**config.mk**
```make
export PLATFORM = sky130hd
export DESIGN_NAME = mci_mul
export DESIGN_NICKNAME = d
export VERILOG_FILES = /design/src/hdl/mci_pkg.sv /design/src/hdl/mci_mul.sv
export SDC_FILE = /design/constraint.sdc
export NUM_CORES = 1
export LEC_CHECK = 0
export BUFFER_PORTS_ARGS = -buffer_cell sky130_fd_sc_hd__buf_4
export CELL_PAD_IN_SITES_DETAIL_PLACEMENT = 1
export CELL_PAD_IN_SITES_GLOBAL_PLACEMENT = 1
export CORE_ASPECT_RATIO = 1.75
export CORE_MARGIN = 2
export CORE_UTILIZATION = 44
export DETAILED_ROUTE_END_ITERATION = 10
export PLACE_DENSITY_LB_ADDON = 0.1
export SLEW_MARGIN = 40
export SYNTH_ARGS = -nofsm -noshare
export SYNTH_HDL_FRONTEND = slang
export SYNTH_SLANG_ARGS = --single-unit
```
**constraint.sdc**
```tcl
create_clock -name clk -period 4.4 [get_ports clk]
set_clock_uncertainty 0.05 [all_clocks]
set_input_delay 0.44 -clock clk [delete_from_list [all_inputs] [get_ports clk]]
set_output_delay 0.44 -clock clk [all_outputs]
set_load 0.05 [all_outputs]
```
**src/hdl/mci_pkg.sv**
```systemverilog
// shared types, constants and helper functions of the 4x4 adjugate inverse
package mci_pkg;

  localparam int ELEM_W        = 32;
  localparam int MATRIX_DIM    = 4;
  localparam int ELEMS         = MATRIX_DIM * MATRIX_DIM;
  localparam int IDX_W         = $clog2(ELEMS);
  localparam int FRAC_BITS_DEF = 16;
  // exact products and sums: triple products < 2^96, determinant < 2^130
  localparam int WIDE_W        = 136;

  // handshake status of an iterative unit
  typedef struct packed {
    logic busy;
    logic done;
  } mci_unit_st_t;

  // column permutation p of a 3x3 minor, packed {col2, col1, col0}
  function automatic logic [5:0] perm3(input logic [2:0] p);
    logic [5:0] r;
    case (p)
      3'd0:    r = {2'd2, 2'd1, 2'd0};
      3'd1:    r = {2'd0, 2'd2, 2'd1};
      3'd2:    r = {2'd1, 2'd0, 2'd2};
      3'd3:    r = {2'd1, 2'd2, 2'd0};
      3'd4:    r = {2'd2, 2'd0, 2'd1};
      3'd5:    r = {2'd0, 2'd1, 2'd2};
      default: r = {2'd2, 2'd1, 2'd0};
    endcase
    return r;
  endfunction

  function automatic logic perm_odd(input logic [2:0] p);
    return (p >= 3'd3);
  endfunction

  // store address of factor i of permutation p in the minor of (row, col)
  function automatic logic [IDX_W-1:0] cof_addr(input logic [1:0] row,
                                                input logic [1:0] col,
                                                input logic [2:0] p,
                                                input logic [1:0] i);
    logic [5:0] pc;
    logic [1:0] ci;
    logic [1:0] rr;
    logic [1:0] cc;
    pc = perm3(p);
    ci = pc[2*i +: 2];
    rr = (i < row) ? i : i + 2'd1;
    cc = (ci < col) ? ci : ci + 2'd1;
    return {rr, cc};
  endfunction

  // clip a magnitude with sign to 32-bit two's complement, returns {clip, value}
  function automatic logic [ELEM_W:0] sat32(input logic hi_nz,
                                            input logic [ELEM_W-1:0] lo,
                                            input logic neg);
    logic clip;
    logic [ELEM_W-1:0] v;
    if (neg) begin
      clip = hi_nz || (lo > {1'b1, {(ELEM_W-1){1'b0}}});
      v    = clip ? {1'b1, {(ELEM_W-1){1'b0}}} : (~lo + 1'b1);
    end else begin
      clip = hi_nz || lo[ELEM_W-1];
      v    = clip ? {1'b0, {(ELEM_W-1){1'b1}}} : lo;
    end
    return {clip, v};
  endfunction

endpackage

```
**src/hdl/mci_mul.sv**
```systemverilog
// shift-add multiplier, one bit of the narrow operand per cycle
module mci_mul import mci_pkg::*; #(
  parameter int A_W = WIDE_W,
  parameter int B_W = ELEM_W
) (
  input  logic           clk,
  input  logic           rst_n,
  input  logic           start,
  input  logic [A_W-1:0] a,
  input  logic [B_W-1:0] b,
  output logic [A_W-1:0] prod,
  output mci_unit_st_t   st
);
  localparam int CNT_W = $clog2(B_W);
  localparam logic [CNT_W-1:0] CNT_LAST = CNT_W'(B_W - 1);

  logic [A_W-1:0]   a_r, acc_r;
  logic [B_W-1:0]   b_r;
  logic [CNT_W-1:0] cnt_r;
  logic             run_r, done_r;

  always_ff @(posedge clk) begin
    if (!rst_n) begin
      run_r  <= 1'b0;
      done_r <= 1'b0;
      cnt_r  <= '0;
    end else begin
      done_r <= 1'b0;
      if (start) begin
        run_r <= 1'b1;
        cnt_r <= '0;
      end else if (run_r) begin
        cnt_r <= cnt_r + 1'b1;
        if (cnt_r == CNT_LAST) begin
          run_r  <= 1'b0;
          done_r <= 1'b1;
        end
      end
    end
  end

  always_ff @(posedge clk) begin
    if (start) begin
      a_r   <= a;
      b_r   <= b;
      acc_r <= '0;
    end else if (run_r) begin
      if (b_r[0]) acc_r <= acc_r + a_r;
      a_r <= a_r << 1;
      b_r <= b_r >> 1;
    end
  end

  assign prod    = acc_r;
  assign st.busy = run_r;
  assign st.done = done_r;

  ap_no_restart: assert property (@(posedge clk) disable iff (!rst_n)
    run_r |-> !start) else $error("multiplier restarted while busy");
  ap_done_once: assert property (@(posedge clk) disable iff (!rst_n)
    done_r |=> !done_r) else $error("multiplier done held over two cycles");
  ap_done_idle: assert property (@(posedge clk) disable iff (!rst_n)
    done_r |-> !run_r) else $error("multiplier done while still running");
endmodule

```
==> Word level (Yosys, flattened, before mapping) <==
Index checks and enable logic that the tools add are counted.
{ "word_totals": {"ff_bits": 311, "in_bits": 171, "out_inout_bits": 138, "wordCells": 23} }
{ "classes": {"addsub": 2, "n_eq_ne": 1, "n_mux": 8, "bitwise_logic": 2, "reduce_logical": 4} }
{ "ops": {"columns": ["operator", "n"], "rows": [
  ["2-to-1 mux 136 bit", 2],
  ["adder 136 bit", 1],
  ["2-to-1 mux 32 bit", 2],
  ["adder 5 x 1 -> 5 bit, second input constant", 1],
  ["== test 5 bit, second input constant", 1],
  ["2-to-1 mux 1 bit", 4],
  ["OR reduction 3 bit", 1],
  ["NOT 1 bit", 2],
  ["AND reduction 2 bit", 1],
  ["nonzero test 2 bit", 1],
  ["OR reduction 2 bit", 1]
]} }

==> Depth between registers and ports, before layout <==
{ "depth": {"word_depth": 4, "depth_mapped": 14, "ltp_nobuf": 14} }

==> Worst setup path before layout <==
No wires, ideal clock.
{ "synth_timing": {"path_type": "input port to flip-flop", "startpoint": "in start", "endpoint": "reg a_r[0], enable pin", "setup_ns": 0.457, "arrival_time_ns": 3.281, "required_time_ns": 3.893, "setup_slack_ns": 0.612, "cell_stages": 4, "n_path_buf": 3, "path_cell_list": "clkbuf_1 -> clkbuf_1 -> clkbuf_1 -> or2_2"} }
{ "synth_between": {"elab_chain_cells": 1} }
{ "synth_rtl": {"columns": ["item", "line", "text"], "rows": [
  ["start: declaration", "mci_mul.sv:8", "input logic start,"],
  ["nonzero test 2 bit (no source line)", null, null],
  ["end signal: assignment", "mci_mul.sv:49", "a_r <= a_r << 1;"],
  ["end: declaration", "mci_mul.sv:17", "logic [A_W-1:0] a_r, acc_r;"]
]} }
Every way passes these cells.
A chain may end at the register's enable or synchronous reset.

==> Final worst setup path <==
{ "layout_timing": {"startpoint": "reg a_r[66]", "endpoint": "reg acc_r[124], in the netlist prod[124]"} }
{ "layout_between": {"elab_chain_cells": 1} }
{ "layout_rtl": {"columns": ["item", "line", "text"], "rows": [
  ["adder 136 bit", "mci_mul.sv:48", "if (b_r[0]) acc_r <= acc_r + a_r;"],
  ["end signal: assignment", "mci_mul.sv:48", null],
  ["end: declaration", "mci_mul.sv:17", null]
]} }
Every way passes these cells.

==> impl_results.md <==
- Status: finished, violations left
- Failing checks: setup timing
- Fin crit share: 102%
- Die X: 169 um
- Unrepaired setup endpoints after global routing: no
- Max frequency: 0.223 GHz
- H-tree levels: 2
- Mapped Nets: 2,648
- Die height: 292 um
- All-layer global routing usage: 29.9%
- Post-Syn Area: 20,900 sq um
- Number of synthesized flops with an enable pin: 168
- Row count: 105
- Worst reg2reg setup slack: -0.09 ns
- Critical Path Most Common Cell: nand4_1
- DP HPWL: 59,300 um
- Input/output buffers: 308
- First-pass GRT wire length: 114,000 um
- Number of global-route vias before repair: 20,300
- Final setup violation count: 2
- Placed Area: 23,600 sq um
- Ys Warns: 0
- Num Clock Sinks: 311
- WL/cell: 23.7 um
- Die area: 49,200 sq um
- Maxcap violations: 0
- CP Class: register to register
- Core Area: 46,900 sq um
- CP Data Required Time: 4.76 ns
- Via Count: 19,000
- Initial antenna violation count: 1
- Sequential area share after synthesis: 37.9%
- I/O pin total: 309
- Worst EP arrival: 4.85 ns
- Total congestion overflow: 0
- FF+latch count, synth: 311
- Post-route DRC: 0
- Max IR drop VDD: 300 uV
- Worst hold path class: input pin to register
- Met2 wire len: 41,000 um
- Final Max Tran Viols: 0
- Setup crit end kind: register
- Post-synthesis async set-or-reset flop share: 0%
- Largest net degree at the start of global routing: 98
- Slowest stage delay, CP: 0.68 ns
- Total wire length: 75,300 um
- Highest routed layer: met4
- Antenna Nets Post-Route: 0
- DR iter-0 viols: 1,024
- Fin Hold WS: 0.0579 ns
- Post-Syn Instances: 2,339
- Pre-antenna DRT Iters: 5
- Actual slew at the worst max-slew pin: 0.837 ns
- Clk_lat worst skew: 0.55 ns
- Path depth of the worst reg2reg path: 14
- CP cell instances: ha_1 > nand4_1 > nor3_1 > nand4_1 > o211ai_1 > a221oi_1 > o41ai_2 > buf_4 > a31oi_1 > a21bo_2 > o31ai_4 > a21o_1 > xnor2_1 > o21ai_1
- Nets: 2,874
- Final Cell Area: 24,800 sq um
- Post-synthesis cell type count: 81
- Inserted Clock Buffers: 34
- Hold Crit Depth: 2
- Initial Util: 44.5%
- TritonCTS clock tree: yes
- Crit path time final: 4.49 ns
- CP Max Fanout: 9
- Vias per std cell: 5.96
- Critical-path top delay cell: nor3_1
- PD cells: 393 nW/um^2
- Layout cells sized above 1: 22.8%
- Normalized max-slew margin: 43.8%
- Final TNS setup: -0.0998 ns
- P_leak: 0.0102 uW
- Syn avg cell area: 8.92 sq um
- Wl on met1: 26,800 um
- CTS Buffer Depth: 3
- Met3 Routed Length: 2620 um
- Startpoint Class: register
- Place WS: 0.110 ns
- Final Hold Vio Count: 0
- GP Congestion: 0.931
- Top_reg_cell synth: edfxtp_1
- Clk root buf: clkbuf_16
- Synth-to-Final Area Change: 18.9%
- Fin worst setup slack: -0.0941 ns
- CTS clock-pin slew for the worst setup and hold paths: 0.07 ns
routing by layer:
metal  GRT usage [%]  vias up
met1            30.1     9269
met3            3.35      204
met4            17.9        0
met2            58.1      483
li1                -     9005
met5               0        -
path summary, 6_finish.rpt:
| path | start | to |
|---|---|---|
| max reg2reg | a_r[66]$_DFFE_PP_ | prod[124]$_SDFFE_PP0P_ |
| min | rst_n | run_r$_SDFF_PN0_ |
| max | a_r[66]$_DFFE_PP_ | prod[124]$_SDFFE_PP0P_ |
| min reg2reg | prod[103]$_SDFFE_PP0P_ | prod[103]$_SDFFE_PP0P_ |
sequential cells by signal, summed over array words and instances, names as in the netlist:
signal	flops
run_r	1
cnt_r	5
a_r	136
b_r	32
done_r	1
prod	136
layout make-up:
class,instances,area (sq um)
tap,588,736
fill,5390,22100
antenna,1,2.50
multi-input combinational,1842,12300
clock inverter,17,163
clock buffer,45,996
sequential,311,7910
timing repair buffer,336,2590
inverter,40,150
Yosys cell counts, types with 19 or more instances:
master | number | share of area [%]
o21ai_1 | 31 | 0.74
o21ai_0 | 131 | 3.1
clkbuf_1 | 117 | 2.1
dfxtp_1 | 143 | 14
xor2_1 | 54 | 2.3
nand4_1 | 78 | 2.3
a211oi_1 | 19 | 0.68
xnor2_1 | 65 | 2.7
mux2_2 | 166 | 9.0
nor2_1 | 156 | 2.8
buf_2 | 20 | 0.48
a21o_1 | 71 | 2.6
a21oi_1 | 298 | 7.1
nor3_1 | 23 | 0.55
ha_1 | 137 | 8.2
nand2_1 | 330 | 5.9
edfxtp_1 | 168 | 24
inv_1 | 40 | 0.72
nand3_1 | 31 | 0.74
o21bai_1 | 47 | 1.7
placed cells by master, fill, tap and decap left out, drive strengths merged, types with 11 or more instances in the layout:
cell / count
o31ai: 13
clkbuf: 45
inv: 40
nand2b: 14
or3: 13
nor2b: 11
xor2: 54
ha: 137
xnor2: 65
mux2: 167
a21oi: 301
o21a: 17
clkinv: 12
o21ai: 164
dfxtp: 143
nand3: 31
nand4: 78
a21o: 72
o211ai: 11
a211oi: 20
o21bai: 49
and3: 11
buf: 336
nor3: 24
nor2: 156
nand2: 331
edfxtp: 168
a31oi: 11
cells by family (layout without fill, tap and decap cells):
group           after synthesis  after routing  share of synthesized area (%)
mux                         172            172                           9.25
simple gates                699            699                           15.1
buf+inv                     186            438                           3.50
flops                       311            311                           37.9
xor+xnor                    119            119                           5.00
compound gates              714            714                           20.9
fa+ha+maj                   138            138                           8.31
other cells                   0              1                              0
what timing repair did:
action | 4_1_cts | 5_1_grt
hold buffers | 0 | 0
resized for setup | 0 | 1
setup buffers | 0 | 0
endpoints found under the setup margin | 0 | 1
critical path: cells and delay by family (launching register included):
| kind | cells | cell delay [ns] |
|---|---|---|
| buffers and inverters | 1 | 0.24 |
| and+or+nand+nor | 3 | 1.21 |
| xor gates and xnor gates | 1 | 0.14 |
| adders and majority gates | 1 | 0.51 |
| DFF | 1 | 0.43 |
| AOI/OAI and AO/OA | 8 | 1.76 |
power breakdown:
group	switching, uW	internal (uW)
Combinational	1990	1130
Sequential	216	3380
Clock	1270	1770
Total	3470	6280
stage by stage:
| step | power [uW] | util (%) | cells |
|---|---|---|---|
| 2_1_floorplan | 5720 | - | 2339 |
| 3_5_place_dp | 6740 | 50.3 | 3116 |
| 3_3_place_gp | 6690 | 50.3 | 3116 |
| 6_report | 9750 | 52.9 | 3180 |
| 4_1_cts | 9810 | 52.8 | 3178 |
| 5_1_grt | 10200 | 52.9 | 3180 |
Power figures use the tool's default switching activity.
