## src/hdl/mci_pkg.sv

```systemverilog
// shared types, constants and helper functions of the 4x4 adjugate inverse
package mci_pkg;

  localparam int ELEM_W        = 32;
  localparam int MATRIX_DIM    = 4;
  localparam int ELEMS         = MATRIX_DIM * MATRIX_DIM;
  localparam int IDX_W         = $clog2(ELEMS);
  localparam int FRAC_BITS_DEF = 16;
  // exact products and sums: triple products < 2^96, determinant < 2^130
  localparam int WIDE_W        = 136;

  // handshake status of an iterative unit
  typedef struct packed {
    logic busy;
    logic done;
  } mci_unit_st_t;

  // column permutation p of a 3x3 minor, packed {col2, col1, col0}
  function automatic logic [5:0] perm3(input logic [2:0] p);
    logic [5:0] r;
    case (p)
      3'd0:    r = {2'd2, 2'd1, 2'd0};
      3'd1:    r = {2'd0, 2'd2, 2'd1};
      3'd2:    r = {2'd1, 2'd0, 2'd2};
      3'd3:    r = {2'd1, 2'd2, 2'd0};
      3'd4:    r = {2'd2, 2'd0, 2'd1};
      3'd5:    r = {2'd0, 2'd1, 2'd2};
      default: r = {2'd2, 2'd1, 2'd0};
    endcase
    return r;
  endfunction

  function automatic logic perm_odd(input logic [2:0] p);
    return (p >= 3'd3);
  endfunction

  // store address of factor i of permutation p in the minor of (row, col)
  function automatic logic [IDX_W-1:0] cof_addr(input logic [1:0] row,
                                                input logic [1:0] col,
                                                input logic [2:0] p,
                                                input logic [1:0] i);
    logic [5:0] pc;
    logic [1:0] ci;
    logic [1:0] rr;
    logic [1:0] cc;
    pc = perm3(p);
    ci = pc[2*i +: 2];
    rr = (i < row) ? i : i + 2'd1;
    cc = (ci < col) ? ci : ci + 2'd1;
    return {rr, cc};
  endfunction

  // clip a magnitude with sign to 32-bit two's complement, returns {clip, value}
  function automatic logic [ELEM_W:0] sat32(input logic hi_nz,
                                            input logic [ELEM_W-1:0] lo,
                                            input logic neg);
    logic clip;
    logic [ELEM_W-1:0] v;
    if (neg) begin
      clip = hi_nz || (lo > {1'b1, {(ELEM_W-1){1'b0}}});
      v    = clip ? {1'b1, {(ELEM_W-1){1'b0}}} : (~lo + 1'b1);
    end else begin
      clip = hi_nz || lo[ELEM_W-1];
      v    = clip ? {1'b0, {(ELEM_W-1){1'b1}}} : lo;
    end
    return {clip, v};
  endfunction

endpackage

```

## src/hdl/mci_div.sv

```systemverilog
// restoring divider, one quotient bit per cycle
module mci_div import mci_pkg::*; #(
  parameter int N_W = WIDE_W + 2 * FRAC_BITS_DEF + 2,
  parameter int D_W = WIDE_W
) (
  input  logic           clk,
  input  logic           rst_n,
  input  logic           start,
  input  logic [N_W-1:0] num,
  input  logic [D_W-1:0] den,
  output logic [N_W-1:0] quo,
  output mci_unit_st_t   st
);
  localparam int CNT_W = $clog2(N_W);
  localparam logic [CNT_W-1:0] CNT_LAST = CNT_W'(N_W - 1);

  logic [N_W-1:0]   n_r, q_r;
  logic [D_W-1:0]   d_r, rem_r;
  logic [D_W:0]     trial;
  logic             ge;
  logic [CNT_W-1:0] cnt_r;
  logic             run_r, done_r;

  assign trial = {rem_r, n_r[N_W-1]};
  assign ge    = (trial >= {1'b0, d_r});

  always_ff @(posedge clk) begin
    if (!rst_n) begin
      run_r  <= 1'b0;
      done_r <= 1'b0;
      cnt_r  <= '0;
    end else begin
      done_r <= 1'b0;
      if (start) begin
        run_r <= 1'b1;
        cnt_r <= '0;
      end else if (run_r) begin
        cnt_r <= cnt_r + 1'b1;
        if (cnt_r == CNT_LAST) begin
          run_r  <= 1'b0;
          done_r <= 1'b1;
        end
      end
    end
  end

  always_ff @(posedge clk) begin
    if (start) begin
      n_r   <= num;
      d_r   <= den;
      rem_r <= '0;
      q_r   <= '0;
    end else if (run_r) begin
      n_r   <= n_r << 1;
      rem_r <= ge ? D_W'(trial - {1'b0, d_r}) : D_W'(trial);
      q_r   <= {q_r[N_W-2:0], ge};
    end
  end

  assign quo     = q_r;
  assign st.busy = run_r;
  assign st.done = done_r;

  ap_no_restart: assert property (@(posedge clk) disable iff (!rst_n)
    run_r |-> !start) else $error("divider restarted while busy");
  ap_rem_bound: assert property (@(posedge clk) disable iff (!rst_n)
    run_r && $past(run_r) |-> rem_r < d_r) else $error("divider remainder out of range");
  ap_done_once: assert property (@(posedge clk) disable iff (!rst_n)
    done_r |=> !done_r) else $error("divider done held over two cycles");
endmodule

```

## config.mk

```make
export PLATFORM = sky130hd
export DESIGN_NAME = mci_div
export DESIGN_NICKNAME = d
export VERILOG_FILES = /design/src/hdl/mci_pkg.sv /design/src/hdl/mci_div.sv
export SDC_FILE = /design/constraint.sdc
export NUM_CORES = 1
export LEC_CHECK = 0
export ABC_CLOCK_PERIOD_IN_PS = 6700
export BUFFER_PORTS_ARGS = -buffer_cell sky130_fd_sc_hd__buf_2
export CELL_PAD_IN_SITES_DETAIL_PLACEMENT = 1
export CELL_PAD_IN_SITES_GLOBAL_PLACEMENT = 1
export CORE_AREA = 3 3 356 218
export CTS_CLUSTER_DIAMETER = 50
export CTS_CLUSTER_SIZE = 14
export DETAILED_ROUTE_END_ITERATION = 12
export DIE_AREA = 0 0 359 221
export PLACE_DENSITY = 0.89
export SKIP_CTS_REPAIR_TIMING = 1
export SYNTH_ARGS = -nofsm -noshare
export SYNTH_HDL_FRONTEND = slang
export SYNTH_SLANG_ARGS = --single-unit
export TNS_END_PERCENT = 100
```

## constraint.sdc

```tcl
create_clock -name clk -period 6.7 [get_ports clk]
set_input_delay 1.675 -clock clk [delete_from_list [all_inputs] [get_ports clk]]
set_output_delay 1.675 -clock clk [all_outputs]
set_load 0.01 [all_outputs]
```

After elaboration in Yosys (flattened, before gate mapping)
Cells that the tools add are included.
{ "op_classes": {"addsub": 2, "n_mux": 7, "order_cmp": 1, "shift": 0, "n_bitwise": 2, "reduce_logical": 3, "mul": 0, "div_mod_pow": 0, "eq_ne": 1} }
{ "ops": {"columns": ["op", "n"], "rows": [
  ["170-bit 2-to-1 mux", 2],
  ["137-bit by 136-bit >= comparator with 1-bit output", 1],
  ["136-bit 2-to-1 mux", 1],
  ["136-bit subtractor", 1],
  ["8-bit by 1-bit adder with 8-bit output (second input constant)", 1],
  ["8-bit == test (second input constant)", 1],
  ["1-bit 2-to-1 mux", 4],
  ["3-bit OR reduction", 1],
  ["1-bit inverter", 2],
  ["2-bit nonzero test", 1],
  ["2-bit OR reduction", 1]
]} }
{ "totals": {"mem_bits_rw": 0, "reg_bits": 622, "romBits": 0, "n_memories": 0, "latch_bits": 0, "wordCells": 23} }

Logic depth before layout (Yosys ltp)
Gate-level depths: netlist of the first run.
{ "depth": {"word_depth": 4, "mapped_depth": 16} }

Worst setup path after synthesis of the first run
No wires, ideal clock.
{ "synth_timing": {"path_type": "input-to-reg", "startpoint": "input port start", "endpoint": "register n_r[0] (enable)", "path_slack_ns": 0.935, "cell_stages": 3, "n_path_buf": 1, "arrival_time_ns": 5.243, "setup_ns": 0.521, "path_cell_list": "nor2_1 clkbuf_1 inv_1"} }
{ "synth_between": {"elab_chain_cells": 1} }
{ "synth_rtl": {"columns": ["item", "line_no", "text"], "rows": [
  ["start: declaration", "mci_div.sv:8", "input logic start,"],
  ["2-bit nonzero test (no source line)", null, null],
  ["end signal: assignment", "mci_div.sv:49", "n_r <= num;"],
  ["end signal: assignment", "mci_div.sv:54", "n_r <= n_r << 1;"],
  ["end: declaration", "mci_div.sv:17", "logic [N_W-1:0] n_r, q_r;"]
]} }
No other way between the ends.
A chain may end at the register's enable or synchronous reset.

Final worst setup path of the first run
{ "layout_timing": {"startpoint": "register d_r[1]", "endpoint": "register rem_r[129]"} }
{ "layout_between": {"elab_chain_cells": 2, "elab_cells_between_ends": 3, "cone_classes": "1 x add/sub; 1 x order compare; 1 x mux"} }
{ "layout_rtl": {"columns": ["item", "line_no", "text"], "rows": [
  ["start: declaration", "mci_div.sv:18", "logic [D_W-1:0] d_r, rem_r;"],
  ["start signal: assignment", "mci_div.sv:50", "d_r <= den;"],
  ["136-bit subtractor / 137-bit by 136-bit >= comparator with 1-bit output (equally long branches)", "mci_div.sv:55, mci_div.sv:25", null],
  ["136-bit 2-to-1 mux *", "mci_div.sv:55", "rem_r <= ge ? D_W'(trial - {1'b0, d_r}) : D_W'(trial);"],
  ["end signal: assignment", "mci_div.sv:55", null],
  ["end: declaration", "mci_div.sv:18", null]
]} }
Mark *: on every way between the ends. The rest lies on a longest branch, timed or not.

==> impl_metrics.yaml, run 1 <==
status:
  run_status: "completed"
synthesis:
  postSynth.topFlopCell: "sky130_fd_sc_hd__dfxtp_1"
  post-synth-top-area-cell: "sky130_fd_sc_hd__edfxtp_1"
  synth.net_count: 3913
  synth_edf_count: 306
  synth_top_area_frac: 0.275
  ys_top_cells_by_area: "sky130_fd_sc_hd__edfxtp_1 28%, sky130_fd_sc_hd__dfxtp_1 19%, sky130_fd_sc_hd__mux2_2 5.8%"
  synth-seq-area-share: 0.464
  mappedNetlistArea_um2: 33400
  synth-seq-cells: 622
  post_synth_num_cell_types: 92
  syn-mean-instance-area_um2: 9.64
  synth.yosys.warnings: 0
  asr_flop_ratio_synth: 0
  synthesis.instances: 3465
placement:
  port_buffers: 480
  place_ws_ns: 1.86
  routability_driven_placement_congestion_ratio: 1.00
  post-dp-hpwl_um: 86100
finish:
  post_route_cells_drive_above_1_share: 0.206
  layout_commonest_cell: "sky130_fd_sc_hd__buf_2"
  final_util: 0.512
  area_growth_syn_to_layout_pct: 14.5
  fin_nets: 4272
  mostFrequentLayoutCells: "479 x sky130_fd_sc_hd__buf_2, 405 x sky130_fd_sc_hd__nor2_1, 337 x sky130_fd_sc_hd__nand2_1, 315 x sky130_fd_sc_hd__dfxtp_1, 306 x sky130_fd_sc_hd__edfxtp_1"
clocking:
  htree_levels: 2
  cts.reportedPaths.clkPinSlew_ns: 0.07
  cts_buffers: 56
  worstSkewPairLatency_ns: 0.67
  ctsLongestPathBuffers: 3
  tritoncts: "done"
  clock-root-buffer: "sky130_fd_sc_hd__clkbuf_16"
  cts.sink_count: 622
floorplanning:
  design.core.area_um2: 74800
  fp.dieArea_um2: 79300
  design.portCount: 481
  die-height_um: 221
  rows: 78
  die_width_um: 359
  effective_utilization_at_floorplan: 0.447
worst_hold_path:
  hold_path.class: "register to register"
sta:
  drv_slew: 0
  worst-slew-pin-transition_ns: 1.18
  min_period_ns: 4.88
  max_clock_freq_mhz: 205
  rsz0062_at_grt: "false"
  fin_crit_sh: 0.728
  final.setup.worst_slack_ns: 1.82
  timing.final.hold_violations: 0
  setup_viol: 0
  slew_headroom: 0.213
  timing.clock.skew_ns: 0.0577
  setup_tns_ns: 0
grt:
  first_global_vias: 29000
  grt_max_degree: 165
  globalRouteOverflowTotal: 0
  global_route.usage.total: 0.277
  wire_length_of_the_first_global_routing_pass_um: 175000
  grt_antenna_before_repair: 33
setup_path:
  critical_path.max_fanout: 60
  startpoint_class: "register"
  critPathMostFrequentCell: "sky130_fd_sc_hd__o21a_1"
  chain_of_cells_forming_the_critical_path: "inv_1, ha_1, nor2b_1, o2111ai_1, a21oi_1, o21a_1, o21ai_1, a2111o_1, a21oi_2, or3_4, buf_4, nand2_1, a311oi_1, o21a_1"
  worst-endpoint-required_ns: 7.28
  timing.critical_path.slowest_stage_cell: "sky130_fd_sc_hd__or3_4"
  worst-endpoint-arrival_ns: 5.47
  worst-setup-path-type: "register to register"
  cp_slowest_stage_delay_ns: 0.69
  critical_path_sink_type: "register"
  critical_path.top_delay_family: "compound AO/OA/AOI/OAI gates"
  cp_bufs_invs: 2
run:
  cap_viol_max_count: 0
drt:
  route.vias.total: 28800
  routed_via_density: 5.88
  wl_um: 116000
  first_pass_iters: 5
  avgRoutedWirePerCell_um: 23.6
  drt.antenna.violating_nets: 0
  drc: 0
  drtIter0Drc: 2721
power_and_ir_drop:
  static-leakage-power_nw: 15.8
  pwr_density_cell_nw_per_um2: 253
  report.power.total_mw: 9.69
  max-vdd-ir-drop_mv: 0.214
==> cell usage after synthesis (13+ instances only) <==
| cell | n |
|---|---|
| sky130_fd_sc_hd__a211oi_1 | 45 |
| sky130_fd_sc_hd__nand4_1 | 88 |
| sky130_fd_sc_hd__o21bai_1 | 55 |
| sky130_fd_sc_hd__edfxtp_1 | 306 |
| sky130_fd_sc_hd__and3_1 | 13 |
| sky130_fd_sc_hd__nor2_1 | 406 |
| sky130_fd_sc_hd__clkbuf_1 | 143 |
| sky130_fd_sc_hd__or3_1 | 20 |
| sky130_fd_sc_hd__a21o_1 | 45 |
| sky130_fd_sc_hd__mux2i_1 | 176 |
| sky130_fd_sc_hd__a31oi_1 | 16 |
| sky130_fd_sc_hd__buf_2 | 24 |
| sky130_fd_sc_hd__o21a_1 | 29 |
| sky130_fd_sc_hd__xor2_1 | 48 |
| sky130_fd_sc_hd__a311oi_1 | 66 |
| sky130_fd_sc_hd__buf_1 | 21 |
| sky130_fd_sc_hd__a21oi_1 | 282 |
| sky130_fd_sc_hd__ha_1 | 138 |
| sky130_fd_sc_hd__inv_1 | 193 |
| sky130_fd_sc_hd__nand3_1 | 25 |
| sky130_fd_sc_hd__xnor2_1 | 68 |
| sky130_fd_sc_hd__o21ai_0 | 130 |
| sky130_fd_sc_hd__o21ai_1 | 38 |
| sky130_fd_sc_hd__nor3_1 | 46 |
| sky130_fd_sc_hd__mux2_2 | 172 |
| sky130_fd_sc_hd__nand2_1 | 337 |
| sky130_fd_sc_hd__dfxtp_1 | 316 |
==> worst register-to-register path, stage by stage (launching register included) <==
cell and delay [ns]:
sky130_fd_sc_hd__edfxtp_1 0.38, sky130_fd_sc_hd__inv_1 0.06, sky130_fd_sc_hd__ha_1 0.30, sky130_fd_sc_hd__nor2b_1 0.18
sky130_fd_sc_hd__o2111ai_1 0.22, sky130_fd_sc_hd__a21oi_1 0.49, sky130_fd_sc_hd__o21a_1 0.24, sky130_fd_sc_hd__o21ai_1 0.17
sky130_fd_sc_hd__a2111o_1 0.53, sky130_fd_sc_hd__a21oi_2 0.26, sky130_fd_sc_hd__or3_4 0.70, sky130_fd_sc_hd__buf_4 0.67
sky130_fd_sc_hd__nand2_1 0.15, sky130_fd_sc_hd__a311oi_1 0.32, sky130_fd_sc_hd__o21a_1 0.16
==> through the flow <==
step,instance area [um2],instances,hold WS [ns]
after floorplan,33400,3465,0.443
after global placement,36400,4766,0.461
after detailed placement,36400,4766,0.467
after CTS,38200,4864,0.483
after global routing,38200,4894,0.523
final,38200,4896,0.491
==> flip-flops by register name (all words and copies together), names as in the netlist <==
register,count
d_r,136
n_r,170
quo,170
rem_r,136
cnt_r,8
done_r,1
run_r,1
==> path summary, 6_finish.rpt <==
| path | depth (start not counted) | slack (ns) | from | endpoint |
|---|---|---|---|---|
| worst max-delay path | 14 | 1.82 | d_r[1]$_DFFE_PP_ | rem_r[129]$_SDFFE_PP0P_ |
| worst min-delay path | 2 | 0.49 | rem_r[22]$_SDFFE_PP0P_ | rem_r[22]$_SDFFE_PP0P_ |
| worst max register to register | 14 | 1.82 | d_r[1]$_DFFE_PP_ | rem_r[129]$_SDFFE_PP0P_ |
| worst min register to register | 2 | 0.49 | rem_r[22]$_SDFFE_PP0P_ | rem_r[22]$_SDFFE_PP0P_ |
==> report_power, final <==
group / total, mW / leakage, nW / switching [mW] / internal (mW)
combinational: 2.09 / 9.39 / 1.34 / 0.744
sequential: 4.41 / 5.61 / 0.134 / 4.27
clock: 3.20 / 0.845 / 1.54 / 1.66
==> layout make-up <==
class                      instances  area [um2]
multi-input combinational       2447       16300
timing repair buffer             501        2610
clock inverter                    17         174
sequential                       622       15500
inverter                         196         741
tap                             1000        1250
clock buffer                      81        1550
fill                            8666       36500
antenna                           32        80.1
==> logic make-up (layout without fill, tap and decap cells) <==
family / after synthesis / count (layout) / synth area share
simple gates: 1017 / 1017 / 0.135
compound gates: 827 / 827 / 0.160
flops: 622 / 622 / 0.464
buf+inv: 396 / 795 / 0.0471
mux: 348 / 348 / 0.111
fa+ha+maj: 139 / 139 / 0.0523
xor+xnor: 116 / 116 / 0.0304
other cells: 0 / 32 / 0
==> routing by layer <==
layer | routed length [um] | part of all wire | vias to the layer above | GRT usage
met2 | 50200 | 0.43 | 1104 | 0.413
met4 | 4180 | 0.036 | 4 | 0.0993
met3 | 9740 | 0.084 | 200 | 0.0646
met5 | 31 | 0.00027 | - | 0
met1 | 51300 | 0.44 | 14300 | 0.392
li1 | - | - | 13200 | -
Note: power is estimated with default switching activity, not from simulation.
==> run 2, diff against run 1 <==
- ABC_AREA: unset -> 1
- ABC_CLOCK_PERIOD_IN_PS: 6700 -> 4100
- CORE_AREA: 3 3 356 218 -> 3 3 416 253
- DIE_AREA: 0 0 359 221 -> 0 0 419 256
- PLACE_DENSITY: 0.89 -> 0.86
- clock period: 6.7 -> 4.1 ns (I/O delays scaled with it)
==> run 2 against run 1 <==
Clock skew decreased by 0.029 ns; wire length grew 65%; critical endpoint is now rem_r[111]$_SDFFE_PP0P_; worst setup slack worse by 1.6 ns; highest routed layer unchanged; via count up 43%; cell count increased by 55%; critical path depth grew 7; cell area is 18% higher; total power up 53%; largest power group unchanged.
==> impl_metrics.yaml, run 2 <==
clocking:
  cts_buffers: 67
  tritoncts: "done"
  worstSkewPairLatency_ns: 0.70
  htree_levels: 3
  cts.reportedPaths.clkPinSlew_ns: 0.07
  ctsLongestPathBuffers: 3
  cts.sink_count: 622
  clock-root-buffer: "sky130_fd_sc_hd__clkbuf_16"
synthesis:
  synth-seq-area-share: 0.403
  synth_top_family_by_area: "simple AND/OR/NAND/NOR gates"
  synth-seq-cells: 622
  synth_top_area_frac: 0.238
  syn-mean-instance-area_um2: 6.75
  synthAdderAreaFrac: 0.0453
  postSynth.topFlopCell: "sky130_fd_sc_hd__dfxtp_1"
  synth.net_count: 6160
  mappedNetlistArea_um2: 38500
  yosys-top-cells-count: "2,178 x sky130_fd_sc_hd__nand2_1, 1,110 x sky130_fd_sc_hd__inv_1, 402 x sky130_fd_sc_hd__nor2_1"
  asr_flop_ratio_synth: 0
  synth.most_common_cell: "sky130_fd_sc_hd__nand2_1"
  synthesis.instances: 5712
  ys_top_cells_by_area: "sky130_fd_sc_hd__edfxtp_1 24%, sky130_fd_sc_hd__nand2_1 21%, sky130_fd_sc_hd__dfxtp_1 16%"
  post_synth_num_cell_types: 48
  share_of_the_synthesized_area_in_compound_gates_ao_oa_aoi_oai: 0.0685
  synth.yosys.warnings: 0
  post_synthesis_mux_area_share: 0
  post_synth_and_or_nand_nor_area_fraction: 0.337
  synth_edf_count: 306
  post-synth-top-area-cell: "sky130_fd_sc_hd__edfxtp_1"
  xor_xnor_cell_area_share_of_the_yosys_netlist: 0.0159
drt:
  routed_via_density: 5.41
  drc: 0
  drtIter0Drc: 5207
  first_pass_iters: 6
  wl_um: 191000
  route.vias.total: 41100
  avgRoutedWirePerCell_um: 25.2
  drt.antenna.violating_nets: 0
placement:
  place.detailed.instances: 7462
  place_ws_ns: 0.437
  port_buffers: 480
  routability_driven_placement_congestion_ratio: 1.11
  post-dp-hpwl_um: 154000
sta:
  max_clock_freq_mhz: 255
  setup_tns_ns: 0
  rsz0062_at_grt: "false"
  worst-slew-pin-transition_ns: 1.16
  fin_crit_sh: 0.957
  final.setup.worst_slack_ns: 0.178
  min_period_ns: 3.92
  timing.clock.skew_ns: 0.0287
  drv_slew: 0
  slew_headroom: 0.216
  timing.final.hold_violations: 0
  setup_viol: 0
setup_path:
  worst-setup-path-type: "register to register"
  r2r_cells: 21
  startpoint_class: "register"
  regToRegStartpoint: "d_r[2]$_DFFE_PP_"
  worst_setup_path_startpoint: "d_r[2]$_DFFE_PP_"
  regToRegSetupSlack_ns: 0.18
  cp-endpoint: "rem_r[111]$_SDFFE_PP0P_"
  worst-endpoint-required_ns: 4.64
  worst_r2r_endpoint: "rem_r[111]$_SDFFE_PP0P_"
  critical_path.max_fanout: 6
  worst-endpoint-arrival_ns: 4.46
  critical_path_sink_type: "register"
finish:
  fillerInstances: 13400
  final_util: 0.441
  fin_nets: 6631
  mostFrequentLayoutCells: "2,178 x sky130_fd_sc_hd__nand2_1, 1,110 x sky130_fd_sc_hd__inv_1, 479 x sky130_fd_sc_hd__buf_2, 399 x sky130_fd_sc_hd__nor2_1, 315 x sky130_fd_sc_hd__dfxtp_1"
  layout_commonest_cell: "sky130_fd_sc_hd__nand2_1"
  post_route_cells_drive_above_1_share: 0.127
  area_growth_syn_to_layout_pct: 16.7
  stdcell_count: 7591
power_and_ir_drop:
  max-vdd-ir-drop_mv: 0.284
  static-leakage-power_nw: 23.5
  report.power.total_mw: 14.8
  pwr_density_cell_nw_per_um2: 329
floorplanning:
  effective_utilization_at_floorplan: 0.377
  design.core.area_um2: 102000
  rows: 91
  design.portCount: 481
  die-height_um: 256
  die_width_um: 419
  fp.dieArea_um2: 107000
grt:
  global_route.usage.total: 0.346
  globalRouteOverflowTotal: 0
  grt_max_degree: 169
  grt_busiest_layer: "met1"
  first_global_vias: 39800
  grt_antenna_before_repair: 19
  wire_length_of_the_first_global_routing_pass_um: 271000
  global_route.usage.met3: 0.159
  global_route.usage.met2: 0.446
  use_met1: 0.516
worst_hold_path:
  hold_path.class: "register to register"
  hold_start: "quo[169]$_SDFFE_PP0P_"
run:
  cap_viol_max_count: 0
status:
  run_status: "completed"
run 2: cell types whose count changed after synthesis, sizes merged, moves of 37 or more:
cell | previous run | this run
nand2 | 340 | 2191
inv | 196 | 1128
nand3 | 25 | 292
mux2i | 176 | 0
mux2 | 172 | 0
o22ai | 3 | 167
a21oi | 286 | 164
o21ai | 169 | 82
a311oi | 69 | 0
xnor2 | 68 | 20
a211oi | 46 | 1
nand4 | 88 | 131
a21o | 45 | 5
nor2 | 406 | 443
run 2: through the flow:
step / hold WS (ns) / area (um2)
floorplan: 0.443 / 38500
global placement: 0.439 / 42700
detailed placement: 0.467 / 42700
CTS: 0.454 / 44900
global route: 0.461 / 45000
finish: 0.475 / 45000
run 2: cells by family (layout without fill, tap and decap cells):
kind of cell	after synthesis	in the layout
AOI/OAI and AO/OA	461	461
xor gates and xnor gates	70	70
adders and majority gates	139	139
buffers and inverters	1292	1807
DFF	622	622
other	0	16
and+or+nand+nor	3128	3128
run 2: where the power goes:
part	internal (mW)	switching (mW)
clock	3.35	2.98
combinational	0.428	1.07
sequential	6.86	0.0978
run 2: layout make-up:
| type | count | area [um2] | area share |
|---|---|---|---|
| inverter | 1131 | 4260 | 0.0947 |
| multi-input combinational | 3798 | 18000 | 0.400 |
| timing repair buffer | 563 | 3250 | 0.0722 |
| clock buffer | 83 | 1790 | 0.0397 |
| antenna | 16 | 40.0 | 0.000890 |
| clock inverter | 30 | 429 | 0.00954 |
| tap | 1348 | 1690 | 0.0375 |
| sequential | 622 | 15500 | 0.345 |
run 2: worst min-delay path by stage:
| stage | end | slack (ns) | cells past startpoint |
|---|---|---|---|
| 2_1_floorplan | rem_r[76]$_SDFFE_PP0P_ | 0.44 | 2 |
| 4_1_cts | d_r[9]$_DFFE_PP_ | 0.45 | 1 |
| 3_3_place_gp | quo[169]$_SDFFE_PP0P_ | 0.44 | 2 |
| 3_5_place_dp | quo[169]$_SDFFE_PP0P_ | 0.47 | 2 |
| 5_1_grt | d_r[79]$_DFFE_PP_ | 0.46 | 1 |
| 6_report | quo[169]$_SDFFE_PP0P_ | 0.48 | 2 |
run 2: routing by layer:
metal  vias up  share of wire
met5         -        0.00015
met4         6          0.020
met3       227           0.14
met2      2046           0.37
met1     20100           0.46
li1      18700              -
run 2: critical path: stages (launching register included):
cell and delay (ns):
sky130_fd_sc_hd__edfxtp_1 0.32, sky130_fd_sc_hd__inv_1 0.06, sky130_fd_sc_hd__ha_1 0.42, sky130_fd_sc_hd__nand2_1 0.28, sky130_fd_sc_hd__inv_1 0.15, sky130_fd_sc_hd__nand2_1 0.06
sky130_fd_sc_hd__nand2_1 0.20, sky130_fd_sc_hd__nand2_1 0.08, sky130_fd_sc_hd__nand2_1 0.22, sky130_fd_sc_hd__nand2_1 0.08, sky130_fd_sc_hd__nand2_1 0.18, sky130_fd_sc_hd__nand2_1 0.09
sky130_fd_sc_hd__nand2_1 0.53, sky130_fd_sc_hd__nand2_1 0.10, sky130_fd_sc_hd__nand2_1 0.31, sky130_fd_sc_hd__nand2_1 0.21, sky130_fd_sc_hd__nand2_1 0.12, sky130_fd_sc_hd__nand2_1 0.05
sky130_fd_sc_hd__nand2_1 0.07, sky130_fd_sc_hd__nor2_1 0.05, sky130_fd_sc_hd__nor2_1 0.12, sky130_fd_sc_hd__nor2_1 0.05
